<file path="config.mk">
export PLATFORM = sky130hd
export DESIGN_NAME = mm64_ctrl
export DESIGN_NICKNAME = d
export VERILOG_FILES = /design/src/design/mm64_pkg.sv /design/src/design/mm64_ctrl.sv
export SDC_FILE = /design/constraint.sdc
export NUM_CORES = 1
export LEC_CHECK = 0
export BUFFER_PORTS_ARGS = -buffer_cell sky130_fd_sc_hd__buf_4
export CAP_MARGIN = 0
export CORE_ASPECT_RATIO = 1.75
export CORE_MARGIN = 2
export CORE_UTILIZATION = 40
export DETAILED_ROUTE_END_ITERATION = 10
export HOLD_SLACK_MARGIN = 0.05
export PLACE_DENSITY = 0.67
export SYNTH_ARGS = -nofsm -noshare
export SYNTH_HDL_FRONTEND = slang
export SYNTH_SLANG_ARGS = --single-unit
</file>
<file path="constraint.sdc">
create_clock -name aclk -period 5.7 [get_ports aclk]
set_input_delay 0.57 -clock aclk [delete_from_list [all_inputs] [get_ports aclk]]
set_output_delay 0.57 -clock aclk [all_outputs]
set_load 0.005 [all_outputs]
</file>
<file path="src/design/mm64_pkg.sv">
// Package for the 64-bit Montgomery multiplier: payload structs, codes and
// the command and status structs between controller and datapath.
// No dependencies.
package mm64_pkg;

    localparam logic [1:0]  FUNC_PREPARE = 2'd0;
    localparam logic [1:0]  FUNC_PRODUCT = 2'd1;
    localparam logic [1:0]  FUNC_CONVERT = 2'd2;

    localparam logic [63:0] MOD_RESET    = 64'd4294967297;
    localparam logic [31:0] TOP_BIT32    = 32'h8000_0000;
    localparam logic [31:0] NEWTON_TWO   = 32'd2;
    localparam int          RSQ_EXPONENT = 72;
    localparam int          DBL_EXTRA    = RSQ_EXPONENT - 64;
    localparam int          NWT_STEPS    = 4;
    localparam int          SQUARINGS    = 3;
    localparam int          MONT_STEPS   = 12;

    typedef enum logic [1:0] {
        STATUS_OK       = 2'd0,
        STATUS_BAD_MOD  = 2'd1,
        STATUS_NOT_PREP = 2'd2
    } status_t;

    typedef struct packed {
        logic [1:0]  func;
        logic [63:0] operand_a;
        logic [63:0] operand_b;
    } in_item_t;

    typedef struct packed {
        logic [63:0] result;
        status_t     status;
    } out_item_t;

    typedef enum logic [3:0] {
        MS_HOLD,
        MS_ALO_BLO,
        MS_AHI_BLO,
        MS_ALO_BHI,
        MS_AHI_BHI,
        MS_T0_W,
        MS_P_NLO,
        MS_M_NHI,
        MS_N0_W,
        MS_W_FIX
    } mul_sel_t;

    typedef enum logic [4:0] {
        DP_NONE,
        DP_LOAD,
        DP_CLEAR,
        DP_ACC_A,
        DP_ACC_B,
        DP_ACC_C,
        DP_ACC_D,
        DP_ACC_E,
        DP_ACC_F,
        DP_FINAL,
        DP_PREP_INIT,
        DP_W_UPD,
        DP_NORM_SHIFT,
        DP_DBL_INIT,
        DP_DBL_A,
        DP_DBL_B,
        DP_SHIFT,
        DP_RSQ
    } dp_op_t;

    typedef struct packed {
        mul_sel_t mul_sel;
        dp_op_t   op;
    } dp_cmd_t;

    typedef struct packed {
        logic mod_bad;
        logic norm_top;
        logic dbl_last;
    } dp_status_t;

endpackage

</file>
<file path="src/design/mm64_ctrl.sv">
// Controller of the Montgomery multiplier: the state machine that steps the
// datapath through prepare, product and convert, and holds the status.
// Depends on mm64_pkg.
module mm64_ctrl
    import mm64_pkg::*;
(
    input  logic       aclk,
    input  logic       aresetn,
    input  logic       s_valid,
    output logic       s_ready,
    input  logic [1:0] func,
    output logic       m_valid,
    input  logic       m_ready,
    input  logic       cfg_we,
    input  dp_status_t dp_status,
    output dp_cmd_t    cmd,
    output status_t    out_status
);

    typedef enum logic [12:0] {
        ST_IDLE     = 13'b0000000000001,
        ST_NWT_INIT = 13'b0000000000010,
        ST_NWT_MUL1 = 13'b0000000000100,
        ST_NWT_MUL2 = 13'b0000000001000,
        ST_NWT_UPD  = 13'b0000000010000,
        ST_NORM     = 13'b0000000100000,
        ST_DBL_INIT = 13'b0000001000000,
        ST_DBL_A    = 13'b0000010000000,
        ST_DBL_B    = 13'b0000100000000,
        ST_SHIFT    = 13'b0001000000000,
        ST_MONT     = 13'b0010000000000,
        ST_RSQ      = 13'b0100000000000,
        ST_OUT      = 13'b1000000000000
    } state_t;

    localparam logic [3:0] MONT_LAST = 4'(MONT_STEPS - 1);
    localparam logic [3:0] NWT_LAST  = 4'(NWT_STEPS - 1);
    localparam logic [1:0] SQ_LAST   = 2'(SQUARINGS - 1);

    state_t      state_reg, state_next;
    logic [3:0]  cnt_reg, cnt_next;
    logic [1:0]  sq_reg, sq_next;
    logic        prep_job_reg, prep_job_next;
    logic        prepared_reg, prepared_next;
    status_t     status_reg, status_next;

    function automatic dp_cmd_t mont_step(input logic [3:0] k);
        dp_cmd_t c;
        case (k)
            4'd0:    begin c.mul_sel = MS_ALO_BLO; c.op = DP_NONE;  end
            4'd1:    begin c.mul_sel = MS_AHI_BLO; c.op = DP_ACC_A; end
            4'd2:    begin c.mul_sel = MS_T0_W;    c.op = DP_ACC_B; end
            4'd3:    begin c.mul_sel = MS_P_NLO;   c.op = DP_NONE;  end
            4'd4:    begin c.mul_sel = MS_M_NHI;   c.op = DP_ACC_C; end
            4'd5:    begin c.mul_sel = MS_ALO_BHI; c.op = DP_ACC_D; end
            4'd6:    begin c.mul_sel = MS_AHI_BHI; c.op = DP_ACC_E; end
            4'd7:    begin c.mul_sel = MS_T0_W;    c.op = DP_ACC_F; end
            4'd8:    begin c.mul_sel = MS_P_NLO;   c.op = DP_NONE;  end
            4'd9:    begin c.mul_sel = MS_M_NHI;   c.op = DP_ACC_C; end
            4'd10:   begin c.mul_sel = MS_HOLD;    c.op = DP_ACC_D; end
            4'd11:   begin c.mul_sel = MS_HOLD;    c.op = DP_FINAL; end
            default: begin c.mul_sel = MS_HOLD;    c.op = DP_NONE;  end
        endcase
        return c;
    endfunction

    assign s_ready    = (state_reg == ST_IDLE);
    assign m_valid    = (state_reg == ST_OUT);
    assign out_status = status_reg;

    always_comb begin
        state_next    = state_reg;
        cnt_next      = cnt_reg;
        sq_next       = sq_reg;
        prep_job_next = prep_job_reg;
        prepared_next = prepared_reg;
        status_next   = status_reg;
        cmd.mul_sel   = MS_HOLD;
        cmd.op        = DP_NONE;
        case (state_reg)
            ST_IDLE: begin
                if (s_valid) begin
                    cnt_next    = '0;
                    sq_next     = '0;
                    status_next = STATUS_OK;
                    case (func)
                        FUNC_PREPARE: begin
                            if (dp_status.mod_bad) begin
                                prepared_next = 1'b0;
                                status_next   = STATUS_BAD_MOD;
                                cmd.op        = DP_CLEAR;
                                state_next    = ST_OUT;
                            end else begin
                                prep_job_next = 1'b1;
                                state_next    = ST_NWT_INIT;
                            end
                        end
                        FUNC_PRODUCT, FUNC_CONVERT: begin
                            if (prepared_reg) begin
                                prep_job_next = 1'b0;
                                cmd.op        = DP_LOAD;
                                state_next    = ST_MONT;
                            end else begin
                                status_next = STATUS_NOT_PREP;
                                cmd.op      = DP_CLEAR;
                                state_next  = ST_OUT;
                            end
                        end
                        default: begin
                            cmd.op     = DP_CLEAR;
                            state_next = ST_OUT;
                        end
                    endcase
                end
            end
            ST_NWT_INIT: begin
                cmd.op     = DP_PREP_INIT;
                state_next = ST_NWT_MUL1;
            end
            ST_NWT_MUL1: begin
                cmd.mul_sel = MS_N0_W;
                state_next  = ST_NWT_MUL2;
            end
            ST_NWT_MUL2: begin
                cmd.mul_sel = MS_W_FIX;
                state_next  = ST_NWT_UPD;
            end
            ST_NWT_UPD: begin
                cmd.op = DP_W_UPD;
                if (cnt_reg == NWT_LAST) begin
                    cnt_next   = '0;
                    state_next = ST_NORM;
                end else begin
                    cnt_next   = cnt_reg + 4'd1;
                    state_next = ST_NWT_MUL1;
                end
            end
            ST_NORM: begin
                if (dp_status.norm_top) begin
                    state_next = ST_DBL_INIT;
                end else begin
                    cmd.op = DP_NORM_SHIFT;
                end
            end
            ST_DBL_INIT: begin
                cmd.op     = DP_DBL_INIT;
                state_next = ST_DBL_A;
            end
            ST_DBL_A: begin
                cmd.op     = DP_DBL_A;
                state_next = ST_DBL_B;
            end
            ST_DBL_B: begin
                cmd.op     = DP_DBL_B;
                state_next = dp_status.dbl_last ? ST_SHIFT : ST_DBL_A;
            end
            ST_SHIFT: begin
                cmd.op     = DP_SHIFT;
                state_next = ST_MONT;
            end
            ST_MONT: begin
                cmd = mont_step(cnt_reg);
                if (cnt_reg == MONT_LAST) begin
                    cnt_next = '0;
                    if (!prep_job_reg) begin
                        state_next = ST_OUT;
                    end else if (sq_reg == SQ_LAST) begin
                        state_next = ST_RSQ;
                    end else begin
                        sq_next = sq_reg + 2'd1;
                    end
                end else begin
                    cnt_next = cnt_reg + 4'd1;
                end
            end
            ST_RSQ: begin
                cmd.op        = DP_RSQ;
                prepared_next = 1'b1;
                state_next    = ST_OUT;
            end
            ST_OUT: begin
                if (m_ready) begin
                    state_next = ST_IDLE;
                end
            end
            default: state_next = ST_IDLE;
        endcase
        if (cfg_we) begin
            prepared_next = 1'b0;
        end
    end

    always_ff @(posedge aclk) begin
        if (!aresetn) begin
            state_reg    <= ST_IDLE;
            cnt_reg      <= '0;
            sq_reg       <= '0;
            prep_job_reg <= 1'b0;
            prepared_reg <= 1'b0;
            status_reg   <= STATUS_OK;
        end else begin
            state_reg    <= state_next;
            cnt_reg      <= cnt_next;
            sq_reg       <= sq_next;
            prep_job_reg <= prep_job_next;
            prepared_reg <= prepared_next;
            status_reg   <= status_next;
        end
    end

endmodule

</file>
# == Word-level counts from Yosys, hierarchy flattened ==
# Memory sizes are Yosys's and may differ from the RTL's. A register that Yosys moved wholly into a read port is not among the register bits.
# Cells that the tools add are included.
# totals
output_inout_bits,13
reg_bits,23
mem_bits_ro,112
n_memories,1
latchBits,0
mem_bits_rw,0
# classes
reduce_logical,13
div_mod_pow,0
mul,0
order_cmp,0
n_eq_ne,29
n_shift,0
muxes,40
bitwise_logic,1
n_addsub,2
# mem_list
memory,depth,width,read_ports,rd_clocked_by_memory_dff,write_ports,line,source
(no name shown),16,7,1,1,0,mm64_ctrl.sv:49,case (k)
# op_table
cell,n
one-hot mux 13 bit (13 select lines),1
2-to-1 mux 13 bit,8
one-hot mux 5 bit (10 select lines),1
one-hot mux 13 bit (2 select lines),1
2-to-1 mux 4 bit,6
one-hot mux 4 bit (3 select lines),2
AND reduction 5 bit,3
2-to-1 mux 2 bit,7
"!= test 2 bit, second input constant",7
"equality test 13 x 1 -> 1 bit, second input constant",1
"equality test 13 x 10 -> 1 bit, second input constant",1
"equality test 13 x 11 -> 1 bit, second input constant",1
"equality test 13 x 12 -> 1 bit, second input constant",1
"equality test 13 bit, second input constant",1
"equality test 13 x 2 -> 1 bit, second input constant",1
"equality test 13 x 3 -> 1 bit, second input constant",1
"equality test 13 x 4 -> 1 bit, second input constant",1
"equality test 13 x 5 -> 1 bit, second input constant",1
"equality test 13 x 6 -> 1 bit, second input constant",1
"equality test 13 x 7 -> 1 bit, second input constant",1
"equality test 13 x 8 -> 1 bit, second input constant",1
"equality test 13 x 9 -> 1 bit, second input constant",1
2-to-1 mux 10 bit,1
one-hot mux 5 bit (2 select lines),1
other kinds (20),34

# == Longest topological paths before layout ==
# depth
word_depth,5
ltp_mapped,12
depth_no_buf,10

# == Worst setup path before layout ==
# No wires, ideal clock.
# synth_timing
kind,register -> register
from,register state_reg[9]
to,register with a tool-made name
path_slack_ns,3.326
arrival_ns,2.295
setup_time_ns,0.079
stages_incl_launch_ff,13
period_less_slack_ns,2.374
required_ns,5.621
path_cell_list,dfxtp_1 buf_4 nor4_4 and4_1 buf_4 nand2_2 a31oi_1 nor2_1 inv_1 ha_1 nand2b_1 nand3b_1 o211ai_1
# synth_rtl
item,line,source
start: declaration,mm64_ctrl.sv:40,"state_t state_reg, state_next;"
start signal: assignment,mm64_ctrl.sv:202,state_reg <= state_next;

==> results.txt <==
The flow ran to the end, and the final reports show no timing, DRC or antenna violations. The static power due to leakage came out at 0.924 nW. The die extent in y is 98.8 um. The count of buffers added on input and output ports is 22. TritonCTS built the clock tree.

The buffer count from post-CTS setup fixing came out at 0. The cell at the slowest stage of the critical path is sky130_fd_sc_hd__or4_1. The number of max-slew violations in the final report was 0. OpenSTA, run right after detailed placement, puts the worst setup slack at 2730 ps. The final design instance area without fill came out at 0.00227 mm2. The warning count from the yosys run is 0. The number of max-capacitance violations reported came out at 0.

The number of hold violations in the final report is 0. The number of optimization iterations in the first detailed-route pass is 4. The all-layer global routing usage came out at 20.0%. The total negative slack for setup checks came out at 0 ps. Broken down by cell family, the worst path's largest delay share belongs to simple AND/OR/NAND/NOR gates.

The I/O pin count came out at 23. On the worst path, the slowest cell contributes a delay of 610 ps. The global-route wire length before repair is 8.73 mm. In this run, the combinational gates consume 20.0% of the power. The synthesized flop and latch total is 30. The number of clock sinks is 30. The area of the mapped netlist came out at 0.00205 mm2.

The utilization of the core after routing came out at 45.6%. The number of antenna violations at the first check in global routing is 0. The count of endpoints failing setup in the final report is 0. When the netlist entered floorplanning its net count stood at 268. Data on the critical path is required at its endpoint by 5130 ps. The count of instances resized after the clock tree is built is 0.

The starting utilization of the core area came out at 41.3%. The clock network power share is 35.6%. The number of levels the H-tree was split into is 2. The sequential cell fraction of total power came out at 44.4%. Of the synthesized area, sequential elements account for 29.3%. The design draws 0.500 mW. The worst setup path is launched from a flip-flop. The number of filler cells placed in the layout is 498. Summing all flip-flop and latch instances after layout gives 601 um2.

The signal on the critical path passes through or4_1 -> nor3b_2 -> nor3b_1 -> nand3b_1 -> nand3_1 -> buf_4. The share of flip-flops with an asynchronous set or reset after synthesis came out at 0%. The remaining antenna violation count came out at 0. The worst setup path is of the flip-flop to output pin kind. The post-synthesis area per instance came out at 8.25 um2.

The post-synthesis cell count came out at 249. STA classifies the critical path endpoint as an output pin. The smallest clock period supported by the final layout is computed as 3080 ps. The number of global-route vias before repair was 1838. The total buffers and inverters traversed by the critical path is 1. The repair_antennas step left the layout with diodes totalling 0. The via density per instance came out at 5.97. Setup repair after global routing left no endpoint under its margin. The number of buffers created by CTS came out at 5.

In the layout the commonest cells are 30 x sky130_fd_sc_hd__dfxtp_1, 24 x sky130_fd_sc_hd__nor2_1, 22 x sky130_fd_sc_hd__buf_4, 16 x sky130_fd_sc_hd__nand2_1, 14 x sky130_fd_sc_hd__inv_1. The placeable core region is 0.00498 mm2. The number of hold buffers added after CTS came out at 0. For this run, design rule violations remaining after detail routing come to 0.

The worst path uses 54.1% of the clock period. The worst hold path belongs to the class input port to flip-flop. The total die area is 0.00574 mm2.

The detailed router's first-iteration violation count is 52. The master cell of the clock root buffer is sky130_fd_sc_hd__clkbuf_8. Detailed routing inserted a total of 1891 vias.

For the worst setup path, the data arrival time is 2510 ps. The clock-pin slew on the worst setup and hold paths came out at 70 ps. The most used flip-flop cell after synthesis is sky130_fd_sc_hd__dfxtp_1.

Wires add up to 5.25 mm. The clock insertion delay at the later pin of the skew report came out at 290 ps. The post-detailed-route wirelength per cell came out at 16.6 um. The instance area at placement is 0.00218 mm2. The worst pin sits at a relative slew slack of 18.7%. Measured along the x axis, the die boundary spans 58.2 um. The post-route clock skew came out at 9.59 ps. For this design the ratio of total power to cell area is 220 mW/mm2. The maximum clock frequency is 324 MHz. Once detailed placement completed, the half-perimeter wirelength came to 4.04 mm. The smallest setup slack after layout is 2620 ps. The signed area change from the synthesized netlist to the final layout is 10.6%.

The number of enable-type register cells in the synthesized netlist is 0. The final weighted congestion in routability-driven placement came out at 0.894. The floorplan row count is 34. The netlist uses 55 different library cells. The fraction of layout instances using a drive strength above 1 came out at 16.0%.

For the pin with the worst max-slew slack, the measured transition is 1210 ps. The maximum vdd ir drop is 0.000126 V. The total overflow left after global routing is 0. In this run the power spent charging and discharging nets is 0.148 mW. The maximum root-to-sink buffer count came out at 2.

The net count reported at finish came out at 281. The cell internal power dissipation is 0.352 mW. The maximum fanout along the worst path came out at 9. The switching power share of the total came out at 29.6%.

The area used by multi-input combinational logic is 0.00129 mm2. The library cell used most frequently in the layout, excluding fill and tap cells, is sky130_fd_sc_hd__dfxtp_1. The pin count of the biggest net entering global routing came out at 23.
## power groups by stage
| stage | registers (mW) | clock network (mW) | logic (mW) |
|---|---|---|---|
| finish | 0.222 | 0.178 | 0.100 |
| CTS | 0.222 | 0.180 | 0.0991 |
| detailed placement | 0.227 | 0 | 0.0985 |
| global route | 0.223 | 0.188 | 0.110 |
| floorplan | 0.225 | 0 | 0.0685 |
| global placement | 0.227 | 0 | 0.0981 |
## synth_stat cells (4+ instances only)
cell type	count	area share (%)
sky130_fd_sc_hd__o21ai_0	10	2.4
sky130_fd_sc_hd__nand3_1	10	2.4
sky130_fd_sc_hd__nor2_1	24	4.4
sky130_fd_sc_hd__nand3b_1	4	1.5
sky130_fd_sc_hd__nor3b_1	4	1.5
sky130_fd_sc_hd__clkbuf_1	5	0.91
sky130_fd_sc_hd__buf_2	4	0.98
sky130_fd_sc_hd__nor4_4	4	4.1
sky130_fd_sc_hd__a21oi_1	11	2.7
sky130_fd_sc_hd__xor2_1	5	2.1
sky130_fd_sc_hd__inv_1	14	2.6
sky130_fd_sc_hd__buf_6	4	2.2
sky130_fd_sc_hd__a211oi_1	4	1.5
sky130_fd_sc_hd__nor2b_1	4	1.2
sky130_fd_sc_hd__nor3_1	10	2.4
sky130_fd_sc_hd__nand4_1	8	2.4
sky130_fd_sc_hd__dfxtp_1	30	29
sky130_fd_sc_hd__ha_1	9	5.5
sky130_fd_sc_hd__nand2_1	16	2.9
sky130_fd_sc_hd__nand2b_1	5	1.5
## through the flow
step / hold WS, ps / instances
after floorplan: 432 / 249
after global placement: 440 / 309
after detailed placement: 448 / 309
after CTS: 436 / 317
after global routing: 441 / 317
final: 435 / 317
## metal layers
metal / track usage [%] / vias up / share of wire, %
met2: 35.8 / 50 / 56
met5: 0 / - / 0
met4: 12.7 / 0 / 3.6
met1: 20.7 / 892 / 37
li1: - / 938 / -
met3: 3.15 / 11 / 3.2
## kinds of logic after synthesis
group                      synth area share [%]
and+or+nand+nor                            35.5
AOI/OAI and AO/OA                          17.1
buffers and inverters                      7.74
DFF                                        29.3
adders and majority gates                  5.48
xor gates and xnor gates                   3.41
muxes                                      1.46
## path summary, 6_finish.rpt
kind,start,endpoint,slack [ps],cells past startpoint
max,state_reg[8],cmd[0],2620,6
min,cfg_we,prepared_reg,440,2
max reg2reg,state_reg[6],flip-flop,2620,10
min reg2reg,sq_reg[0],sq_reg[0],450,2
## cell type report
type                       count  share of cell area [%]
multi-input combinational    189                    57.0
sequential                    30                    26.4
timing repair buffer          22                    7.27
clock buffer                   7                    3.80
tap                           54                    2.98
inverter                      14                    2.31
clock inverter                 1                   0.220
(Power assumes the default switching activity.)
